File: src/hdl/mips_subset_alu_regfile_assert.svh
// assertion macros shared by the block's modules
`ifndef MIPS_SUBSET_ALU_REGFILE_ASSERT_SVH
`define MIPS_SUBSET_ALU_REGFILE_ASSERT_SVH

`ifndef SYNTHESIS
`define MSAR_ASSERT(lbl, clk, rst, prop) \
   lbl: assert property (@(posedge clk) disable iff (rst) (prop)) \
      else $error("assertion failed");
`define MSAR_ASSERT_IMPL(lbl, clk, rst, ante, cons) \
   lbl: assert property (@(posedge clk) disable iff (rst) (ante) |-> (cons)) \
      else $error("assertion failed");
`else
`define MSAR_ASSERT(lbl, clk, rst, prop)
`define MSAR_ASSERT_IMPL(lbl, clk, rst, ante, cons)
`endif

`endif

File: src/hdl/msar_pkg.sv
package msar_pkg;

   // instruction codes
   typedef enum logic [4:0] {
      ACT_ADD   = 5'd0,
      ACT_ADDU  = 5'd1,
      ACT_SUB   = 5'd2,
      ACT_SUBU  = 5'd3,
      ACT_ADDI  = 5'd4,
      ACT_ADDIU = 5'd5,
      ACT_MUL   = 5'd6,
      ACT_MULT  = 5'd7,
      ACT_DIV   = 5'd8,
      ACT_AND   = 5'd9,
      ACT_ANDI  = 5'd10,
      ACT_OR    = 5'd11,
      ACT_ORI   = 5'd12,
      ACT_XOR   = 5'd13,
      ACT_XORI  = 5'd14,
      ACT_SLL   = 5'd15,
      ACT_SRL   = 5'd16,
      ACT_LI    = 5'd17
   } action_type;

   // result status codes
   typedef enum logic [1:0] {
      ST_OK       = 2'd0,
      ST_DIV_ZERO = 2'd1,
      ST_INVALID  = 2'd2
   } status_type;

   // sequencer states
   typedef enum logic [2:0] {
      S_IDLE,
      S_OPER,
      S_EXEC,
      S_MUL,
      S_DIV,
      S_DIVFIX,
      S_FINISH
   } state_type;

   localparam int DATA_W   = 32;
   localparam int IDX_W    = 5;
   localparam int STEP_W   = 5;
   localparam int REQ_W    = 56;
   localparam int RSP_W    = 136;

   // controller to datapath
   typedef struct packed {
      logic load_req;
      logic load_opnd;
      logic exec;
      logic mul_fix;
      logic div_step;
      logic div_fix;
      logic commit;
   } cmd_type;

   // datapath to controller
   typedef struct packed {
      logic is_mul;
      logic is_div;
      logic div_zero;
      logic div_last;
      logic out_free;
   } sts_type;

endpackage

File: src/hdl/msar_ctrl.sv
`include "mips_subset_alu_regfile_assert.svh"

module msar_ctrl (
   input  logic             clock,
   input  logic             reset,
   input  logic             req_tvalid,
   output logic             req_tready,
   output msar_pkg::cmd_type cmd,
   input  msar_pkg::sts_type sts
);
   import msar_pkg::*;

   state_type state_ff;
   state_type state_in;

   // state register
   always_ff @(posedge clock) begin
      if (reset) begin
         state_ff <= S_IDLE;
      end else begin
         state_ff <= state_in;
      end
   end

   // next state and commands
   always_comb begin
      state_in   = state_ff;
      cmd        = '0;
      req_tready = 1'b0;
      unique case (state_ff)
         S_IDLE: begin
            req_tready = 1'b1;
            if (req_tvalid) begin
               cmd.load_req = 1'b1;
               state_in     = S_OPER;
            end
         end
         S_OPER: begin
            cmd.load_opnd = 1'b1;
            state_in      = S_EXEC;
         end
         S_EXEC: begin
            cmd.exec = 1'b1;
            priority if (sts.is_mul) begin
               state_in = S_MUL;
            end else if (sts.is_div && !sts.div_zero) begin
               state_in = S_DIV;
            end else begin
               state_in = S_FINISH;
            end
         end
         S_MUL: begin
            cmd.mul_fix = 1'b1;
            state_in    = S_FINISH;
         end
         S_DIV: begin
            cmd.div_step = 1'b1;
            if (sts.div_last) begin
               state_in = S_DIVFIX;
            end
         end
         S_DIVFIX: begin
            cmd.div_fix = 1'b1;
            state_in    = S_FINISH;
         end
         S_FINISH: begin
            if (sts.out_free) begin
               cmd.commit = 1'b1;
               state_in   = S_IDLE;
            end
         end
         default: begin
            state_in = S_IDLE;
         end
      endcase
   end

   // an accepted item always moves on to the operand fetch
   `MSAR_ASSERT_IMPL(a_accept_oper, clock, reset, cmd.load_req, ##1 state_ff == S_OPER)
   // the last divide step hands over to the sign fix
   `MSAR_ASSERT_IMPL(a_div_end, clock, reset, cmd.div_step && sts.div_last,
                     ##1 state_ff == S_DIVFIX)
   // results are only committed into a free output register
   `MSAR_ASSERT_IMPL(a_commit_free, clock, reset, cmd.commit, sts.out_free)

endmodule

File: config.mk
export PLATFORM = sky130hd
export DESIGN_NAME = msar_ctrl
export DESIGN_NICKNAME = d
export VERILOG_FILES = /design/src/hdl/msar_pkg.sv /design/src/hdl/msar_ctrl.sv
export VERILOG_INCLUDE_DIRS = /design/src /design/src/hdl
export SDC_FILE = /design/constraint.sdc
export NUM_CORES = 1
export LEC_CHECK = 0
export BUFFER_PORTS_ARGS = -buffer_cell sky130_fd_sc_hd__buf_2
export CAP_MARGIN = 10
export CORE_AREA = 4 4 41 43
export DETAILED_ROUTE_END_ITERATION = 10
export DIE_AREA = 0 0 45 47
export HOLD_SLACK_MARGIN = 0.12
export PLACE_DENSITY = 0.53
export SYNTH_ARGS = -nofsm -noshare
export SYNTH_HDL_FRONTEND = slang
export SYNTH_SLANG_ARGS = --single-unit
File: constraint.sdc
create_clock -name clock -period 2.1 [get_ports clock]
set_input_delay 0.105 -clock clock [delete_from_list [all_inputs] [get_ports clock]]
set_output_delay 0.105 -clock clock [all_outputs]
set_load 0.05 [all_outputs]
Yosys cells after proc, flatten, opt, wreduce, memory -nomap -nowiden
Cells that the tools add are included.
{ "word_totals": {"register_bits": 3, "latch_bits": 0, "ramBits": 0, "rom_bits": 0, "in_bits": 8, "out_inout_bits": 8, "elab_cells": 31, "mem_count": 0} }
{ "classes": {"add_sub_neg": 0, "multipliers": 0, "n_div": 0, "magnitude_cmp": 0, "eq_ne": 9, "shifts": 0, "n_mux": 16, "bitwise": 0, "reduce_logical": 5} }
{ "op_table": {"columns": ["operator", "count"], "rows": [
  ["3-bit one-hot mux with 6 select lines", 1],
  ["3-bit two-way mux", 4],
  ["1-bit two-way mux", 10],
  ["3-bit == test, second input constant", 3],
  ["3-bit by 2-bit == test with 1-bit output, second input constant", 2],
  ["2-bit inequality test, second input constant", 3],
  ["3-bit by 1-bit == test with 1-bit output, second input constant", 1],
  ["3-bit logical NOT", 1],
  ["3-bit AND reduction", 1],
  ["2-bit two-way mux", 1],
  ["2-bit OR reduction", 1],
  ["1-bit logical AND", 1],
  ["1-bit logical NOT", 1]
]} }

Depth between registers and ports, before layout
{ "depth": {"ltp_word": 5, "ltp_mapped": 4, "ltp_nobuf": 3} }

Worst setup path after synthesis
No wires, ideal clock.
{ "synth_path": {"path_kind": "register to output", "from": "register state_ff[2]", "to": "output port cmd[2] (netlist name)", "arrival_time_ns": 1.682, "t_required_ns": 1.995, "path_slack_ns": 0.313, "path_stages_with_launch": 3, "path_buffers": 1, "path_cell_list": "dfxtp_1 -> buf_4 -> nor3b_1"} }
{ "synth_lines": {"columns": ["element", "line", "text"], "rows": [
  ["from (decl)", "msar_ctrl.sv:13", "state_type state_ff;"],
  ["from (signal assigned)", "msar_ctrl.sv:21", "state_ff <= state_in;"],
  ["to (decl)", "msar_ctrl.sv:8", "output msar_pkg::cmd_type cmd,"]
]} }

==> metrics.txt <==
status=finished clean; Clock Skew=0.000382 ns; core area=0.00130 mm2; post-synth top area share=0.230; clk slew on worst S/H paths=0.04 ns; Die X=45 um; Final Hold Fails=0; CTS Buf Count=3; Worst Setup SP=state_ff[0]; total grt overflow=0; PostCTS Resize Cnt=0; Net Switching=137 uW; final cycle utilization of the critical path=0.721; Worst R2R Setup Slack=0.99 ns; htree depth=1; Final setup viols=0; worst path bufs/invs=1; CP endpoint kind=output port; drt pass-1 iters=3; CP Class=reg -> out; static leakage=0.182 nW; Final Wtd Congestion=0.748; syn avg cell area=8.44 um2; WL/cell=9.60 um; WL final=605 um; met3 global-route usage=0.0230; Period minus WS final=1.51 ns; area grow syn2layout=39.7%; Site Rows=13; biggest area consumer among synthesized cells=dfxtp_1; Synth area leaders=dfxtp_1 (23%), a211oi_2 (9.6%), nor3_1 (9.6%); most used cell, CP=nor2b_1; initial antenna violation count=0; FF-to-FF Start=state_ff[1]; first-pass GRT wire length=1.08 mm; most frequent cell after synthesis=nor3_1; DRT iter0 DRCs=3; Worst Path Arrival=1.41 ns; YS warnings=0; total clock sinks=3; GR Util All Layers=0.0766; max reg flops=3; Syn Inst Count=31; Via Count=269; largest stage delay on the critical path=0.53 ns; clock network power share=0.313; Post-Syn Area=262 um2; Clock Tree Root=clkbuf_4; worst r2r dst=state_ff[1]; RSZ-0062 raised after global routing=no; flops & latches, synth=3; slew margin rel.=0.745; grt met2 use=0.0932; CTS tree=yes; # Post-CTS Setup Buffers=0; share of cells above drive strength 1=0.458; worst slew pin tran=0.382 ns; Hold Path Stages=3; ys async rst share=0; Hold Path Origin=sts[1]; Sw Ratio=0.435; power density cells=864 mW/mm2; CTS Buffer Depth=2; Layout fillers=163; Antenna diodes=0; worst IR drop on VDD=0.371 mV; CP Max Fanout=12; GRT busiest layer=met1; Endpoint, Worst Hold=state_ff[0]; Die Ht=47 um; sequential power share=0.273; fin. max-slew vios=0; DRC violation count after routing=0; num ports=16; Critical Path Start Type=register; post-synthesis sequential area ratio=0.230; Hold Path Class=in -> reg; WP data required=2.00 ns; most instantiated cells after synthesis=nor3_1 (5), dfxtp_1 (3), nor3b_1 (3); Combinational Power Share=0.414; Post-synth top flop=dfxtp_1; P_int=178 uW; most flop-heavy register=state_ff; vias in the first global route=248; Final HPWL DP=474 um; CP Cell Sequence=nor2b_1 > nor2b_1 > buf_2; Starting Density=0.201; Port Buffers=15; synth unique cells=18; M1 GR Usage=0.0975; EDFF count, synth=0; largest net degree at the start of global routing=14; DIE AREA=0.00212 mm2; Post-Syn Nets=39; Largest regs=state_ff x3; Design Power=316 uW; Layout Nets=57; FF-to-FF path depth=3; MaxCap Viol Count=0; cell family with most CP delay=flip-flops; Skew-Pair Late Insertion Delay=0.23 ns; Fmax=661 MHz; total negative slack=0 ns; post-route ant nets=0; routed vias/inst=4.27; Slowest-stage cell, CP=dfxtp_1
## metrics by stage
step,instance area [um2],hold slack [ns],setup slack (ns),std cells,utilization
finish,365,0.172,0.586,63,0.281
global route,365,0.169,0.422,63,0.281
CTS,365,0.167,0.554,63,0.281
detailed placement,329,0.325,0.802,58,0.253
global placement,329,0.332,0.841,58,0.253
floorplan,262,0.170,0.313,31,-
## cell families (layout without fill, tap and decap cells)
family                 after synthesis  in the layout  share of synthesized area
AO/OA/AOI/OAI                        7              7                      0.234
buffers and inverters                4             21                      0.115
flip-flops                           3              3                      0.230
AND/OR/NAND/NOR                     17             17                      0.421
## worst max path at each step
stage,to,slack [ns],cells after the start
global route,cmd[5],0.42,3
global placement,cmd[5],0.84,3
finish,cmd[5],0.59,3
floorplan,cmd[2],0.31,2
detailed placement,cmd[5],0.80,3
CTS,cmd[5],0.55,3
## power groups by stage
| stage | Combinational [mW] | Sequential, mW | Clock [mW] |
|---|---|---|---|
| detailed placement | 0.131 | 0.0869 | 0 |
| floorplan | 0.126 | 0.0705 | 0 |
| global placement | 0.131 | 0.0868 | 0 |
| CTS | 0.132 | 0.0858 | 0.106 |
| global route | 0.141 | 0.0908 | 0.116 |
| finish | 0.131 | 0.0860 | 0.0989 |
## cell usage in the layout, fill, tap and decap left out, types with 2 or more instances in the layout
cell type  instances
buf_2             15
nor3_1             5
nor3b_1            3
clkbuf_4           3
dfxtp_1            3
nor2b_1            2
nand2b_1           2
a21oi_1            2
a211oi_2           2
## metal layers
| layer | part of all wire | vias to the layer above |
|---|---|---|
| met3 | 0.056 | 0 |
| met4 | 0 | 0 |
| li1 | - | 148 |
| met1 | 0.45 | 115 |
| met2 | 0.49 | 6 |
| met5 | 0 | - |
## final cells by class
cell class                 instances  area (um2)  share of cell area
multi-input combinational         24         171               0.469
tap                               15        18.8              0.0514
inverter                           1        3.75              0.0103
clock buffer                       4        26.3              0.0719
timing repair buffer              16        85.1               0.233
sequential                         3        60.1               0.164
## repair_timing
action,CTS,global route
hold buffers,1,0
endpoints found under the hold margin,2,0
endpoints found under the setup margin,0,0
## worst reg2reg max path, stage by stage (launching register included)
cell	delay (ns)
dfxtp_1	0.51
nor3b_2	0.28
a211oi_2	0.09
o31a_1	0.11
Power figures use the tool's default switching activity.
